## src/rtl/fzc_pkg.sv

```systemverilog
`timescale 1ns / 1ps

package fzc_pkg;

   // register and field widths
   localparam int THR_W       = 11;
   localparam int COUNT_W     = 16;
   localparam int RUN_BITS_W  = 14;
   localparam int OUT_W       = 12;

   // DC tracker scaling: average kept x512, alpha 1/256
   localparam int DC_FRAC     = 9;
   localparam int DC_SHIFT    = 8;

   localparam logic [THR_W-1:0]      THR_RESET    = 11'd100;
   localparam logic [COUNT_W-1:0]    COUNT_MAX    = 16'hFFFF;
   localparam logic [RUN_BITS_W-1:0] RUN_BITS_MAX = 14'd16383;

   // one result item
   typedef struct packed {
      logic                  run_valid;
      logic                  run_bit;
      logic [RUN_BITS_W-1:0] run_bits;
      logic [OUT_W-1:0]      abs_centered;
      logic [OUT_W-1:0]      window_p2p;
   } result_type;

endpackage

```

## src/rtl/fzc_ifs.sv

```systemverilog
`timescale 1ns / 1ps

// sample request channel
interface fzc_req_if #(
   parameter int SAMPLE_W = 12
);
   logic                valid;
   logic                ready;
   logic [SAMPLE_W-1:0] sample;
   logic                window_start;

   modport source (output valid, output sample, output window_start, input ready);
   modport sink   (input valid, input sample, input window_start, output ready);
endinterface

// slicer result channel
interface fzc_rsp_if;
   import fzc_pkg::*;
   logic                  valid;
   logic                  ready;
   logic                  run_valid;
   logic                  run_bit;
   logic [RUN_BITS_W-1:0] run_bits;
   logic [OUT_W-1:0]      abs_centered;
   logic [OUT_W-1:0]      window_p2p;

   modport source (output valid, output run_valid, output run_bit, output run_bits,
                   output abs_centered, output window_p2p, input ready);
   modport sink   (input valid, input run_valid, input run_bit, input run_bits,
                   input abs_centered, input window_p2p, output ready);
endinterface

// hysteresis threshold write channel
interface fzc_csr_if;
   import fzc_pkg::*;
   logic             valid;
   logic             ready;
   logic [THR_W-1:0] hysteresis_threshold;

   modport source (output valid, output hysteresis_threshold, input ready);
   modport sink   (input valid, input hysteresis_threshold, output ready);
endinterface

```

## src/rtl/fzc_run_len.sv

```systemverilog
`timescale 1ns / 1ps

// Rounded run length in bits: (count + SPB/2) / SPB, saturated to 14 bits.
// Constant division done as a multiply by a rounded-up reciprocal; with a
// 24-bit shift the quotient is exact for every 17-bit numerator and 2 <= SPB <= 64.
module fzc_run_len #(
   parameter int SAMPLES_PER_BIT = 8
) (
   input  logic [fzc_pkg::COUNT_W-1:0]    count,
   output logic [fzc_pkg::RUN_BITS_W-1:0] run_bits
);
   import fzc_pkg::*;

   localparam int NUM_W   = COUNT_W + 1;
   localparam int RECIP_S = 24;
   localparam int RECIP_W = RECIP_S;
   localparam longint RECIP = ((64'd1 << RECIP_S) + SAMPLES_PER_BIT - 1) / SAMPLES_PER_BIT;
   localparam logic [NUM_W-1:0] HALF = NUM_W'(SAMPLES_PER_BIT / 2);

   logic [NUM_W-1:0]         numer;
   logic [NUM_W+RECIP_W-1:0] product;
   logic [NUM_W-1:0]         quot;

   assign numer   = {1'b0, count} + HALF;
   assign product = {{RECIP_W{1'b0}}, numer} * {{NUM_W{1'b0}}, RECIP_W'(RECIP)};
   assign quot    = product[NUM_W+RECIP_W-1:RECIP_S];

   // saturate to the field width
   assign run_bits = (quot > NUM_W'(RUN_BITS_MAX)) ? RUN_BITS_MAX : quot[RUN_BITS_W-1:0];

endmodule

```

## src/rtl/fzc_slicer_core.sv

```systemverilog
`timescale 1ns / 1ps

// DC tracker, two-tap smoother, hysteresis slicer, run counter and window
// min/max. State advances on step; the result is combinational from the
// registered sample.
module fzc_slicer_core #(
   parameter int SAMPLES_PER_BIT = 8,
   parameter int SAMPLE_BITS     = 12
) (
   input  logic                        clock,
   input  logic                        reset,
   input  logic                        step,
   input  logic [SAMPLE_BITS-1:0]      sample,
   input  logic                        window_start,
   input  logic [fzc_pkg::THR_W-1:0]   threshold,
   output fzc_pkg::result_type         result
);
   import fzc_pkg::*;

   localparam int SB    = SAMPLE_BITS;
   localparam int DW    = SB + DC_FRAC;
   localparam int SUM_W = DW + DC_SHIFT + 1;
   localparam int CMP_W = (SB + 2 > THR_W + 2) ? SB + 2 : THR_W + 2;
   localparam int XW    = (SB > OUT_W) ? SB : OUT_W;

   logic [DW-1:0]          dc_avg_ff, dc_avg_in;
   logic signed [SB:0]     prev_ff, prev_in;
   logic                   pos_ff, pos_in;
   logic [COUNT_W-1:0]     count_ff, count_in;
   logic [SB-1:0]          wmin_ff, wmin_in;
   logic [SB-1:0]          wmax_ff, wmax_in;

   logic [SB-1:0]          wmin_base, wmax_base;
   logic [DW-1:0]          dc_seed, sample_scaled;
   logic [SUM_W-1:0]       dc_sum;
   logic [SB-1:0]          dc_level;
   logic signed [SB:0]     centered;
   logic [SB:0]            mag;
   logic [XW-1:0]          mag_x;
   logic signed [SB+1:0]   pair_sum;
   logic signed [SB+1:0]   filtered;
   logic signed [CMP_W-1:0] filt_c, thr_c;
   logic                   pos_base, new_pos, change;
   logic [COUNT_W-1:0]     count_base, count_after;
   logic [RUN_BITS_W-1:0]  len;
   logic [SB-1:0]          p2p;
   logic [XW-1:0]          p2p_x;

   // window min/max, restarted by window start
   always_comb begin
      wmin_base = window_start ? {SB{1'b1}} : wmin_ff;
      wmax_base = window_start ? {SB{1'b0}} : wmax_ff;
      wmin_in   = (sample < wmin_base) ? sample : wmin_base;
      wmax_in   = (sample > wmax_base) ? sample : wmax_base;
      p2p       = (wmax_in > wmin_in) ? (wmax_in - wmin_in) : {SB{1'b0}};
      p2p_x     = XW'(p2p);
   end

   // DC average: seed when zero, then dc = (dc*255 + s*512) / 256
   always_comb begin
      sample_scaled = {sample, {DC_FRAC{1'b0}}};
      dc_seed       = (dc_avg_ff == '0) ? sample_scaled : dc_avg_ff;
      dc_sum        = {1'b0, dc_seed, {DC_SHIFT{1'b0}}} - SUM_W'(dc_seed) + SUM_W'(sample_scaled);
      dc_avg_in     = dc_sum[DW+DC_SHIFT-1:DC_SHIFT];
      dc_level      = dc_avg_in[DW-1:DC_FRAC];
   end

   // centering and magnitude
   always_comb begin
      centered = $signed({1'b0, sample}) - $signed({1'b0, dc_level});
      mag      = centered[SB] ? (~centered + 1'b1) : centered;
      mag_x    = XW'(mag[SB-1:0]);
      prev_in  = centered;
   end

   // two-tap average, floor rounding, then hysteresis slicer
   always_comb begin
      pair_sum = $signed({centered[SB], centered}) + $signed({prev_ff[SB], prev_ff});
      filtered = pair_sum >>> 1;
      filt_c   = CMP_W'(filtered);
      thr_c    = $signed({{(CMP_W-THR_W){1'b0}}, threshold});
      pos_base = window_start ? 1'b1 : pos_ff;
      if (filt_c > thr_c) begin
         new_pos = 1'b1;
      end else if (filt_c < -thr_c) begin
         new_pos = 1'b0;
      end else begin
         new_pos = pos_base;
      end
      change = new_pos != pos_base;
      pos_in = new_pos;
   end

   // run counter, restarts at one after a change, saturating
   always_comb begin
      count_base  = window_start ? '0 : count_ff;
      count_after = change ? '0 : count_base;
      count_in    = (count_after != COUNT_MAX) ? count_after + 1'b1 : count_after;
   end

   fzc_run_len #(
      .SAMPLES_PER_BIT (SAMPLES_PER_BIT)
   ) u_run_len (
      .count    (count_base),
      .run_bits (len)
   );

   // result assembly
   always_comb begin
      result.run_valid    = change;
      result.run_bit      = change & pos_base;
      result.run_bits     = change ? len : '0;
      result.abs_centered = mag_x[OUT_W-1:0];
      result.window_p2p   = p2p_x[OUT_W-1:0];
   end

   // state registers
   always_ff @(posedge clock) begin
      if (reset) begin
         dc_avg_ff <= '0;
         prev_ff   <= '0;
         pos_ff    <= 1'b1;
         count_ff  <= '0;
         wmin_ff   <= {SB{1'b1}};
         wmax_ff   <= '0;
      end else if (step) begin
         dc_avg_ff <= dc_avg_in;
         prev_ff   <= prev_in;
         pos_ff    <= pos_in;
         count_ff  <= count_in;
         wmin_ff   <= wmin_in;
         wmax_ff   <= wmax_in;
      end
   end

endmodule

```

## src/rtl/fsk_zero_crossing_bit_slicer_unit.sv

```systemverilog
`timescale 1ns / 1ps

// Channel   Dir  Payload                                              Handshake
// req       in   sample, window_start                                 valid/ready
// rsp       out  run_valid, run_bit, run_bits, abs_centered, window_p2p valid/ready
// csr       in   hysteresis_threshold                                 valid/ready
//
// One sample per clock sustained while rsp is ready; a request passes the input
// register, then the result register, before its result is valid.
// The rate is set by the single pass through the core between those two
// registers; all per-sample state updates in that same cycle.
// Synchronous active-high reset; threshold resets to 100, csr is always ready.
// A stalled rsp holds the result and the input register; req stays ready
// while the input register is empty or moving on.
module fsk_zero_crossing_bit_slicer_unit #(
   parameter int SAMPLES_PER_BIT = 8,
   parameter int SAMPLE_BITS     = 12
) (
   input  logic     clock,
   input  logic     reset,
   fzc_req_if.sink  req,
   fzc_rsp_if.source rsp,
   fzc_csr_if.sink  csr
);
   import fzc_pkg::*;

   logic                   in_valid_ff, in_valid_in;
   logic [SAMPLE_BITS-1:0] in_sample_ff;
   logic                   in_wstart_ff;
   logic                   out_valid_ff, out_valid_in;
   result_type             out_data_ff;
   result_type             core_result;
   logic [THR_W-1:0]       thr_ff;
   logic                   advance, step, req_fire;

   // pipeline control
   assign advance   = !out_valid_ff || rsp.ready;
   assign step      = in_valid_ff && advance;
   assign req.ready = !in_valid_ff || advance;
   assign req_fire  = req.valid && req.ready;
   assign csr.ready = 1'b1;

   always_comb begin
      in_valid_in  = req_fire ? 1'b1 : (step ? 1'b0 : in_valid_ff);
      out_valid_in = step ? 1'b1 : (rsp.ready ? 1'b0 : out_valid_ff);
   end

   // threshold register
   always_ff @(posedge clock) begin
      if (reset) begin
         thr_ff <= THR_RESET;
      end else if (csr.valid) begin
         thr_ff <= csr.hysteresis_threshold;
      end
   end

   // input register
   always_ff @(posedge clock) begin
      if (reset) begin
         in_valid_ff <= 1'b0;
      end else begin
         in_valid_ff <= in_valid_in;
      end
      if (req_fire) begin
         in_sample_ff <= req.sample;
         in_wstart_ff <= req.window_start;
      end
   end

   fzc_slicer_core #(
      .SAMPLES_PER_BIT (SAMPLES_PER_BIT),
      .SAMPLE_BITS     (SAMPLE_BITS)
   ) u_core (
      .clock        (clock),
      .reset        (reset),
      .step         (step),
      .sample       (in_sample_ff),
      .window_start (in_wstart_ff),
      .threshold    (thr_ff),
      .result       (core_result)
   );

   // result register
   always_ff @(posedge clock) begin
      if (reset) begin
         out_valid_ff <= 1'b0;
      end else begin
         out_valid_ff <= out_valid_in;
      end
      if (step) begin
         out_data_ff <= core_result;
      end
   end

   assign rsp.valid        = out_valid_ff;
   assign rsp.run_valid    = out_data_ff.run_valid;
   assign rsp.run_bit      = out_data_ff.run_bit;
   assign rsp.run_bits     = out_data_ff.run_bits;
   assign rsp.abs_centered = out_data_ff.abs_centered;
   assign rsp.window_p2p   = out_data_ff.window_p2p;

`ifndef ASSERT_OFF
   // a processed request always shows up as a result next cycle
   a_step_to_result: assert property (@(posedge clock) disable iff (reset)
      step |=> out_valid_ff)
      else $error("processed request did not reach result register");

   // a new request never overwrites a held, unprocessed request
   a_no_overwrite: assert property (@(posedge clock) disable iff (reset)
      (req_fire && in_valid_ff) |-> step)
      else $error("input register overwritten");

   // run fields are zero when no run ended
   a_run_fields_zero: assert property (@(posedge clock) disable iff (reset)
      (out_valid_ff && !out_data_ff.run_valid) |->
         (!out_data_ff.run_bit && (out_data_ff.run_bits == '0)))
      else $error("run fields set without a run");
`endif

endmodule
```

## src/flat_wrapper.sv

```systemverilog
// flat-port wrapper written by rule: the top's interface ports become plain ports
module fsk_zero_crossing_bit_slicer_unit_flat import fzc_pkg::*;
#(
   parameter int SAMPLES_PER_BIT = 8,
   parameter int SAMPLE_BITS     = 12
)
  (clock, reset, req_valid, req_sample, req_window_start, req_ready, rsp_valid, rsp_run_valid, rsp_run_bit, rsp_run_bits, rsp_abs_centered, rsp_window_p2p, rsp_ready, csr_valid, csr_hysteresis_threshold, csr_ready);
  fzc_req_if req_i ();
  fzc_rsp_if rsp_i ();
  fzc_csr_if csr_i ();
  input  logic clock;
  input  logic reset;
  input wire logic [$bits(req_i.valid)-1:0] req_valid;
  input wire logic [$bits(req_i.sample)-1:0] req_sample;
  input wire logic [$bits(req_i.window_start)-1:0] req_window_start;
  output wire logic [$bits(req_i.ready)-1:0] req_ready;
  output wire logic [$bits(rsp_i.valid)-1:0] rsp_valid;
  output wire logic [$bits(rsp_i.run_valid)-1:0] rsp_run_valid;
  output wire logic [$bits(rsp_i.run_bit)-1:0] rsp_run_bit;
  output wire logic [$bits(rsp_i.run_bits)-1:0] rsp_run_bits;
  output wire logic [$bits(rsp_i.abs_centered)-1:0] rsp_abs_centered;
  output wire logic [$bits(rsp_i.window_p2p)-1:0] rsp_window_p2p;
  input wire logic [$bits(rsp_i.ready)-1:0] rsp_ready;
  input wire logic [$bits(csr_i.valid)-1:0] csr_valid;
  input wire logic [$bits(csr_i.hysteresis_threshold)-1:0] csr_hysteresis_threshold;
  output wire logic [$bits(csr_i.ready)-1:0] csr_ready;
  assign req_i.valid = req_valid;
  assign req_i.sample = req_sample;
  assign req_i.window_start = req_window_start;
  assign req_ready = req_i.ready;
  assign rsp_valid = rsp_i.valid;
  assign rsp_run_valid = rsp_i.run_valid;
  assign rsp_run_bit = rsp_i.run_bit;
  assign rsp_run_bits = rsp_i.run_bits;
  assign rsp_abs_centered = rsp_i.abs_centered;
  assign rsp_window_p2p = rsp_i.window_p2p;
  assign rsp_i.ready = rsp_ready;
  assign csr_i.valid = csr_valid;
  assign csr_i.hysteresis_threshold = csr_hysteresis_threshold;
  assign csr_ready = csr_i.ready;
  fsk_zero_crossing_bit_slicer_unit #(.SAMPLES_PER_BIT(SAMPLES_PER_BIT), .SAMPLE_BITS(SAMPLE_BITS)) u_core (.clock(clock), .reset(reset), .req(req_i), .rsp(rsp_i), .csr(csr_i));
endmodule
```

## config.mk

```make
export PLATFORM = sky130hd
export DESIGN_NAME = fsk_zero_crossing_bit_slicer_unit_flat
export DESIGN_NICKNAME = d
export VERILOG_FILES = /design/src/rtl/fzc_pkg.sv /design/src/rtl/fzc_ifs.sv /design/src/rtl/fzc_run_len.sv /design/src/rtl/fzc_slicer_core.sv /design/src/rtl/fsk_zero_crossing_bit_slicer_unit.sv /design/src/flat_wrapper.sv
export SDC_FILE = /design/constraint.sdc
export NUM_CORES = 1
export LEC_CHECK = 0
export BUFFER_PORTS_ARGS = -buffer_cell sky130_fd_sc_hd__buf_4
export CORE_MARGIN = 2
export CORE_UTILIZATION = 25
export DETAILED_ROUTE_END_ITERATION = 12
export SKIP_LAST_GASP = 1
export SLEW_MARGIN = 20
export SYNTH_ARGS = -nofsm -noshare
export SYNTH_HDL_FRONTEND = slang
export SYNTH_SLANG_ARGS = --single-unit
```

## constraint.sdc

```tcl
create_clock -name clock -period 10.26 [get_ports clock]
set_clock_uncertainty 0.1 [all_clocks]
set_input_delay 0.513 -clock clock [delete_from_list [all_inputs] [get_ports clock]]
set_output_delay 0.513 -clock clock [all_outputs]
set_load 0.1 [all_outputs]
```

# == Word-level counts from Yosys, hierarchy flattened ==
# Index checks and enable logic that the tools add are counted.
# op_classes
addsub,9
n_lt_le_gt_ge,6
eq_ne,2
muxes,17
bitwise,2
reduce_logical,9
# op_table
operator,n
$mux W12,5
$mux W16,3
$add A29 B21 Y29,1
$sub A29 B21 Y29,1
$gt A12 B12 Y1,2
$logic_not A21 Y1,1
$mux W21,1
$add A16 B3 Y17 const B,1
$add A16 B1 Y16 const B,1
$ne A16 B16 Y1 const B,1
$add A13 B13 Y14,1
$gt A14 B14 Y1 const B,1
$lt A13 B14 Y1,1
$mux W14,1
$neg A11 Y14,1
$gt A13 B12 Y1,1
$sub A12 B12 Y13,1
$add A12 B1 Y12 const B,1
$lt A12 B12 Y1,1
$not A12 Y12,1
$sub A12 B12 Y12,1
$mux W1,7
$reduce_bool A2 Y1,2
$logic_and A1 B1 Y1,2
4 further kinds,6
# totals
regBits,141
in_bits,29
out_inout_bits,43
word_cells,61

# == Longest topological paths before layout ==
# Gate-level depths: netlist of run 1.
# depth
depth_word,13
mapped_depth,52
ltp_nobuf,50

# == Cells and area by module ==
# From an unflattened synthesis of run 1, not the netlist that was laid out.
# hier_totals
hier_cells,1197
area_unflattened_um2,10420.0
# by_module_without_submodules
module,n_inst,cells_each,area_each_um2,seq_area_each_um2
fzc_slicer_core,1,1060,8076.5,1501.4
fsk_zero_crossing_bit_slicer_unit,1,100,2082.0,1851.8
fzc_run_len,1,37,261.5,0.0

# == Worst setup path before layout of run 1 ==
# OpenSTA, ideal clock, no wires.
# synth_timing
kind,flip-flop to flip-flop
start,register u_core.u_core.dc_avg_ff[10]
end,register u_core.u_core.count_ff[11]
setup_ns,0.070
arrival_time_ns,10.098
required_time_ns,10.090
setup_slack_ns,-0.008
stages_incl_launch_ff,50
path_buffers,2
period_less_slack_ns,10.268
path_cell_list,dfxtp_1 > or4_1 > nor3_1 > and4_1 > clkbuf_1 > a21o_1 > fa_1 > inv_1 > ha_1 > and3_1 > a31oi_1 > a21oi_1 > nor2_1 > o221ai_1 > a21oi_1 > xor2_1 > ha_1 > nor2b_1 > (+14 left out) > o21bai_2 > a211o_1 > nor2_1 > ha_1 > clkbuf_1 > inv_1 > nor2_1 > and2_1 > ha_1 > nand3_1 > nand4b_1 > nor2_1 > nor2_1 > and3_1 > nor3b_1 > a31oi_1 > o21ai_1 > a21oi_1
# synth_rtl
item,line,text
start: declaration,fzc_slicer_core.sv:26,"logic [DW-1:0] dc_avg_ff, dc_avg_in;"
start signal: assignment,fzc_slicer_core.sv:127,dc_avg_ff <= dc_avg_in;
end signal: assignment,fzc_slicer_core.sv:130,count_ff <= count_in;
end: declaration,fzc_slicer_core.sv:29,"logic [COUNT_W-1:0] count_ff, count_in;"

==> impl_metrics.tcl, run 1 <==
set metrics [dict create \
    status "complete, no violations" \
    cts_buffers 17 \
    rr_startpoint "u_core.u_core.dc_avg_ff[10]" \
    syn_area_per_cell_sq_um 8.652 \
    syn_inst 1173 \
    nNetsFinal 1401 \
    syn-num-nets 1322 \
    port_buffers 70 \
    synth_ff_type "dfxtp_1" \
    grt-ovfl-total 0 \
    layout.cells.non_filler 1790 \
    cp.arrival_ns 10.01 \
    async_flop_share 0 \
    yosysSeqAreaShare 0.3304 \
    cts_max_level 4 \
    antenna_cells 0 \
    placed_cells 1751 \
    areaGrowthSynthToFinish_pct 21.30 \
    fin_crit_sh 0.9515 \
    grt_pass1_wl_microns 42620 \
    clk_pin_slew_ns 0.06 \
    ys_types 78 \
    critical_path.startpoint "u_core.u_core.dc_avg_ff[10]" \
    setup_viol 0 \
    grt_usage 0.1277 \
    critical_path_class "reg -> reg" \
    drv_slew 0 \
    rows 73 \
    die_h_microns 205.5 \
    drc 0 \
    drtIter0Drc 611 \
    end_kind "flop" \
    dp_slack_ns -0.1081 \
    antenna_found_initial 0 \
    hold_start "req_sample[2]" \
    cts_tree "done" \
    cpPeakStageDelay_ns 0.53 \
    slowest_stage "or4_1" \
    cpMostUsedCell "ha_1" \
    synth_edf_count 53 \
    grt_max_degree 100 \
    post-synth-top-count-cell "nor2_1" \
    finalWirelength_microns 26820 \
    drive_gt1_frac 0.1597 \
    hold_violations 0 \
    path_max_fanout 5 \
    tightest_slew_ns 1.075 \
    placed_area_sq_um 11350 \
    place_congestion 0.8924 \
    synthTopCellsByCount "117 x nor2_1, 106 x ha_1, 100 x a21oi_1, 94 x nand2_1, 88 x dfxtp_1" \
    cts_root_buf "clkbuf_16" \
    setup_slack_ns 0.4974 \
    initial_core_util 0.2543 \
    ant_nets 0 \
    fin_crit_ns 9.763 \
    cap_viol_max_count 0 \
    yosys.area.top_type "dfxtp_1" \
    drtPass1Iterations 5 \
    cp-start-kind "flop" \
    die-width_microns 205.5 \
    grt_pass1_vias 8300 \
    holdWs_ns 0.1565 \
    fin_area_sq_um 12310 \
    crit_required_ns 10.51 \
    coreArea_sq_um 39910 \
    dieArea_sq_um 42220 \
    clkSinkCount 141 \
    vias 8623 \
    synth_seq_cells 141 \
    ys_top_cells_by_area "dfxtp_1 17%, edfxtp_1 16%, ha_1 13%" \
    dp_hpwl_microns 19570 \
    clock.fmax_mhz 102.4 \
    slew_headroom 0.2831 \
    synth_top_area_frac 0.1736 \
    via_per_inst 4.817 \
    yosys_warnings 0 \
    cts_buffer_depth 2 \
    clkLatencyLatePin_ns 0.43 \
    io_pins 72 \
    synthesis.area_sq_um 10150 \
    wl_per_cell_microns 14.98 \
    hold_class "in -> reg" \
]
-- kinds of logic after synthesis --
group                    Yosys count  synth area share
XOR/XNOR                          74           0.06386
other                              1         0.0003695
buffers and inverters            131           0.05080
adder cells (fa/ha/maj)          121            0.1593
AO/OA/AOI/OAI                    279            0.1724
AND/OR/NAND/NOR                  393            0.1888
flip-flops                       141            0.3304
multiplexers                      33           0.03415
-- placed cells by master (no fill, tap or decap), types with 5 or more instances in the layout --
cell,count
xnor2_1,47
mux2_2,7
a21oi_1,93
fa_1,14
ha_1,100
nor2_2,6
o211a_1,12
o21ai_0,29
nor3_1,30
dfxtp_1,88
edfxtp_1,53
nand2_1,94
inv_1,83
a21oi_2,7
nand4_1,11
clkbuf_16,17
nand2b_1,33
and3_1,8
o211ai_1,6
or3_1,5
nor2_1,111
buf_4,104
a211oi_1,9
mux2_1,6
o21ai_1,27
o21a_1,12
and2_1,14
nand3_1,21
nor2b_1,13
a31oi_1,15
mux2i_1,20
or2_2,9
nor4_1,7
xor2_1,20
or4_1,5
a21o_1,25
-- area by class of cell --
cell class	count	area, sq um
clock buffer	21	460.4
clock inverter	11	178.9
fill	4122	27600
inverter	87	326.6
multi-input combinational	901	6554
sequential	141	3353
tap	525	656.9
timing repair buffer	104	780.7
-- worst max-delay path, delay by kind of cell (launching register included) --
kind | cells | cell delay [ns]
AO/OA/AOI/OAI | 17 | 3.19
AND/OR/NAND/NOR | 16 | 3.08
adder cells (fa/ha/maj) | 7 | 1.91
XOR/XNOR | 3 | 0.54
flip-flops | 1 | 0.35
multiplexers | 1 | 0.27
buffers and inverters | 3 | 0.23
-- sequential cells by signal (all words and copies together) (netlist names) --
register / cells
u_core.in_sample_ff: 12
u_core.in_valid_ff: 1
u_core.in_wstart_ff: 1
u_core.rsp.abs_centered: 12
u_core.rsp.run_bit: 1
u_core.rsp.run_bits: 14
u_core.rsp.run_valid: 1
u_core.rsp.valid: 1
u_core.rsp.window_p2p: 12
u_core.thr_ff: 11
u_core.u_core.count_ff: 16
u_core.u_core.dc_avg_ff: 21
u_core.u_core.pos_ff: 1
u_core.u_core.prev_ff: 13
u_core.u_core.wmax_ff: 12
u_core.u_core.wmin_ff: 12
-- path summary, 6_finish.rpt --
kind	endpoint	slack [ns]	cells after the start
setup / recovery	u_core.u_core.count_ff[11]	0.50	47
hold reg to reg	u_core.u_core.prev_ff[4]	0.36	2
hold / removal	u_core.in_sample_ff[2]	0.16	1
setup reg to reg	u_core.u_core.count_ff[11]	0.50	47
-- timing repair --
action	4_1_cts	5_1_grt
buffers inserted	0	7
pin swaps	0	15
hold buffers	0	0
endpoints found under the hold margin	0	0
resized for setup	2	49
setup endpoints to repair	2	16
cloned	0	0
-- metrics by stage --
| step | TNS (ns) | utilization |
|---|---|---|
| 2_1_floorplan | 0 | - |
| 3_3_place_gp | 0 | 0.2845 |
| 3_5_place_dp | -0.1838 | 0.2845 |
| 4_1_cts | 0 | 0.3008 |
| 5_1_grt | -0.6331 | 0.3084 |
| 6_report | 0 | 0.3084 |
-- per-layer routing --
metal	up-vias	part of all wire	GRT usage
met4	0	0.016	0.03828
met3	29	0.047	0.02471
met5	-	0	0
met2	210	0.47	0.2110
li1	4299	-	-
met1	4085	0.47	0.1681
Power of run 1 is not shown: default switching activity piles up to over one toggle a cycle in this logic, so the estimate is an artifact.
==> run 2: changes to the inputs <==
--- a/config.mk
+++ b/config.mk
@@ -9,6 +9,7 @@
 export CORE_MARGIN = 2
 export CORE_UTILIZATION = 25
 export DETAILED_ROUTE_END_ITERATION = 12
+export PLACE_DENSITY = 0.41
 export SKIP_LAST_GASP = 1
 export SLEW_MARGIN = 20
 export SYNTH_ARGS = -nofsm -noshare
==> impl_metrics.tcl, run 2 (synthesis results as in run 1) <==
set metrics [dict create \
    tightest_slew_ns 1.058 \
    io_pins 72 \
    via_per_inst 4.650 \
    drc 0 \
    path_max_fanout 6 \
    initial_core_util 0.2543 \
    fin_crit_ns 9.574 \
    dieArea_sq_um 42220 \
    grt_max_degree 100 \
    cp.arrival_ns 9.85 \
    clkLatencyLatePin_ns 0.45 \
    dp_hpwl_microns 21070 \
    area.sequential_sq_um 3353 \
    layout_commonest_cell "buf_4" \
    grt_usage 0.1388 \
    dp_slack_ns -0.01470 \
    critical_path_class "reg -> reg" \
    finalWirelength_microns 28330 \
    slowest_stage "fa_1" \
    cts_buffer_depth 2 \
    n_fill_cell 4218 \
    clk_pin_slew_ns 0.06 \
    cts_tree "done" \
    die-width_microns 205.5 \
    port_buffers 70 \
    end_kind "flop" \
    nNetsFinal 1412 \
    rows 73 \
    cts_buffers 17 \
    drtIter0Drc 393 \
    wl_per_cell_microns 15.73 \
    vias 8375 \
    place_congestion 0.7833 \
    clock.fmax_mhz 104.4 \
    final_cell_mix "114 x buf_4, 113 x nor2_1, 105 x ha_1, 95 x a21oi_1, 94 x nand2_1" \
    final.setup.tns_ns 0 \
    antenna_found_initial 0 \
    hold_class "in -> reg" \
    fin_crit_sh 0.9332 \
    status "complete, no violations" \
    grt_pass1_vias 8345 \
    clkSinkCount 141 \
    antenna_cells 0 \
    die_h_microns 205.5 \
    hold_violations 0 \
    cts_root_buf "clkbuf_16" \
    drv_slew 0 \
    cpPeakStageDelay_ns 0.39 \
    crit_required_ns 10.54 \
    multiInputGateArea_sq_um 6451 \
    grt-ovfl-total 0 \
    top_register "u_core.u_core.dc_avg_ff" \
    cap_viol_max_count 0 \
    final_util 0.3076 \
    cp-start-kind "flop" \
    drive_gt1_frac 0.1536 \
    cts_max_level 4 \
    largest_register_ffs 21 \
    areaGrowthSynthToFinish_pct 20.98 \
    coreArea_sq_um 39910 \
    grt_pass1_wl_microns 45330 \
    slew_headroom 0.2946 \
    ant_nets 0 \
    cpMostUsedCell "ha_1" \
    setup_slack_ns 0.6855 \
    setup_viol 0 \
    drtPass1Iterations 4 \
]
==> run 2: cell count changes in the layout (fill, tap and decap cells not counted), moves of 3 or more <==
cell / before / now
xnor2_2: 4 / 1
ha_1: 100 / 105
buf_4: 104 / 114
xnor2_1: 47 / 50
inv_6: 4 / 1
clkinv_2: 0 / 4
ha_2: 4 / 0
==> run 2: area by class of cell <==
type / count / area share
sequential: 141 / 0.2731
multi-input combinational: 901 / 0.5254
timing repair buffer: 115 / 0.07133
inverter: 87 / 0.02670
tap: 525 / 0.05350
clock buffer: 20 / 0.03638
clock inverter: 12 / 0.01355
==> run 2: worst paths after layout <==
check | depth (start not counted) | from | slack (ns) | end
worst max register to register | 49 | u_core.u_core.dc_avg_ff[4] | 0.69 | u_core.u_core.count_ff[11]
worst min-delay path | 1 | req_window_start | 0.14 | u_core.in_wstart_ff
worst max-delay path | 49 | u_core.u_core.dc_avg_ff[4] | 0.69 | u_core.u_core.count_ff[11]
worst min register to register | 2 | u_core.u_core.prev_ff[7] | 0.36 | u_core.u_core.prev_ff[7]
==> run 2: repair_timing <==
action                                  4_1_cts  5_1_grt
pin swaps                                     0       14
hold buffers                                  0        0
gates resized for setup                       2       29
buffers inserted                              0        4
endpoints found under the setup margin        2       16
==> run 2: layer usage <==
metal	up-vias	part of all wire	track usage
li1	4332	-	-
met1	3925	0.50	0.1865
met2	93	0.46	0.2225
met3	25	0.026	0.02787
met4	0	0.018	0.04445
met5	-	0	0
==> run 2: metrics by stage <==
stage / instances / hold slack, ns / area (sq um)
CTS: 1797 / 0.1052 / 12100
global route: 1801 / 0.1109 / 12280
finish: 1801 / 0.1388 / 12280
floorplan: 1173 / 0.3406 / 10150
global placement: 1765 / 0.3494 / 11480
detailed placement: 1765 / 0.3538 / 11480
==> run 2: worst max-delay path: cells and delay by family (launching register included) <==
kind                       cells  cell delay (ns)
AOI/OAI and AO/OA             17             2.69
xor gates and xnor gates       2             0.32
adders and majority gates      8             2.31
buffers and inverters          4             0.32
DFF                            1             0.33
muxes                          1             0.27
and+or+nand+nor               17             3.15
Power of run 2 is left out for the same reason.
==> run 3: changes to the inputs <==
--- a/config.mk
+++ b/config.mk
@@ -5,11 +5,11 @@
 export SDC_FILE = /design/constraint.sdc
 export NUM_CORES = 1
 export LEC_CHECK = 0
-export BUFFER_PORTS_ARGS = -buffer_cell sky130_fd_sc_hd__buf_4
 export CORE_MARGIN = 2
 export CORE_UTILIZATION = 25
 export DETAILED_ROUTE_END_ITERATION = 12
-export PLACE_DENSITY = 0.41
+export DONT_BUFFER_PORTS = 1
+export PLACE_DENSITY = 0.4
 export SKIP_LAST_GASP = 1
 export SLEW_MARGIN = 20
 export SYNTH_ARGS = -nofsm -noshare
==> impl_metrics.tcl, run 3 (synthesis results as in run 1) <==
set metrics [dict create \
    status "complete, no violations" \
    cts_max_level 4 \
    slowest_stage "or4_1" \
    drtPass1Iterations 4 \
    drc 0 \
    die_h_microns 205.5 \
    clk_pin_slew_ns 0.06 \
    cts_buffers 17 \
    fin_area_sq_um 12140 \
    io_pins 72 \
    clock.fmax_mhz 104.2 \
    dp_hpwl_microns 20980 \
    initial_core_util 0.2543 \
    nNetsFinal 1362 \
    hold_class "in -> reg" \
    coreArea_sq_um 39910 \
    fin_crit_ns 9.597 \
    critical_path_class "reg -> reg" \
    tightest_slew_ns 1.024 \
    antenna_found_initial 0 \
    setup_viol 0 \
    dieArea_sq_um 42220 \
    grt-ovfl-total 0 \
    holdWs_ns 0.05428 \
    timing.critical_path.max_delay_family "simple AND/OR/NAND/NOR gates" \
    cap_viol_max_count 0 \
    hold_violations 0 \
    path_max_fanout 5 \
    cpPeakStageDelay_ns 0.54 \
    busiest_layer "met2" \
    final.setup.tns_ns 0 \
    vias 8286 \
    final_cell_mix "111 x nor2_1, 101 x ha_1, 94 x nand2_1, 89 x a21oi_1, 88 x dfxtp_1" \
    rows 73 \
    fin_crit_sh 0.9354 \
    crit_required_ns 10.48 \
    cp.arrival_ns 9.81 \
    grt_usage 0.1457 \
    place_congestion 0.8003 \
    met2_usage 0.2284 \
    die-width_microns 205.5 \
    cp-start-kind "flop" \
    ant_nets 0 \
    clkLatencyLatePin_ns 0.47 \
    end_kind "flop" \
    grt_pass1_wl_microns 46600 \
    slew_headroom 0.3172 \
    n_fill_cell 4251 \
    grt.met3_usage 0.03532 \
    use_met1 0.1945 \
    drv_slew 0 \
    cts_buffer_depth 2 \
    critPathBufInv 3 \
    cts_root_buf "clkbuf_16" \
    wl_per_cell_microns 16.71 \
    clkSinkCount 141 \
    port_buffers 0 \
    placed_area_sq_um 10920 \
    layout_commonest_cell "nor2_1" \
    via_per_inst 4.732 \
    cts_tree "done" \
    drtIter0Drc 431 \
    largest_register_ffs 21 \
    antenna_cells 0 \
    drive_gt1_frac 0.1272 \
    areaGrowthSynthToFinish_pct 19.59 \
    grt_pass1_vias 8249 \
    grt_max_degree 95 \
    top_register "u_core.u_core.dc_avg_ff" \
    finalWirelength_microns 29260 \
]
run 3: cell count changes in the layout (fill, tap and decap cells not counted), moves of 3 or more:
cell and change:
ha_1 -4, xnor2_2 +5, a21oi_2 +6, buf_4 -65, a21oi_1 -6, ha_2 +3, dlygate4sd3_1 +15, xnor2_1 -5
clkinv_2 -3
run 3: area by class of cell:
type / count / area [sq um] / share of cell area
multi-input combinational: 901 / 6598 / 0.5436
sequential: 141 / 3353 / 0.2763
tap: 525 / 656.9 / 0.05412
timing repair buffer: 65 / 538.0 / 0.04433
clock buffer: 20 / 446.7 / 0.03680
inverter: 87 / 327.8 / 0.02701
clock inverter: 12 / 216.5 / 0.01784
run 3: through the flow:
step	worst slack (ns)	instances	util
after CTS	0.05057	1740	0.2947
after global placement	0.1079	1692	0.2736
after floorplan	0.08147	1173	-
final	0.6627	1751	0.3041
after global routing	-0.05284	1751	0.3041
after detailed placement	-0.1017	1692	0.2736
run 3: repair_timing:
| item | in CTS | in global routing |
|---|---|---|
| setup buffers | 0 | 11 |
| endpoints found under the hold margin | 49 | 0 |
| gates resized for setup | 2 | 57 |
| hold buffers | 16 | 0 |
| pin swaps | 0 | 21 |
| endpoints found under the setup margin | 2 | 16 |
run 3: final timing paths:
kind | from | endpoint | slack [ns] | cells after the start
setup / recovery | u_core.u_core.dc_avg_ff[10] | u_core.u_core.count_ff[11] | 0.66 | 46
hold / removal | reset | u_core.u_core.wmin_ff[4] | 0.05 | 2
setup reg to reg | u_core.u_core.dc_avg_ff[10] | u_core.u_core.count_ff[11] | 0.66 | 46
hold reg to reg | u_core.u_core.prev_ff[3] | u_core.u_core.prev_ff[3] | 0.37 | 2
run 3: routing by layer:
metal / vias up / wire length [microns]
li1: 4221 / -
met1: 3939 / 14560
met2: 99 / 13260
met3: 27 / 944
met4: 0 / 494
met5: - / 0
Power of run 3 is left out for the same reason.
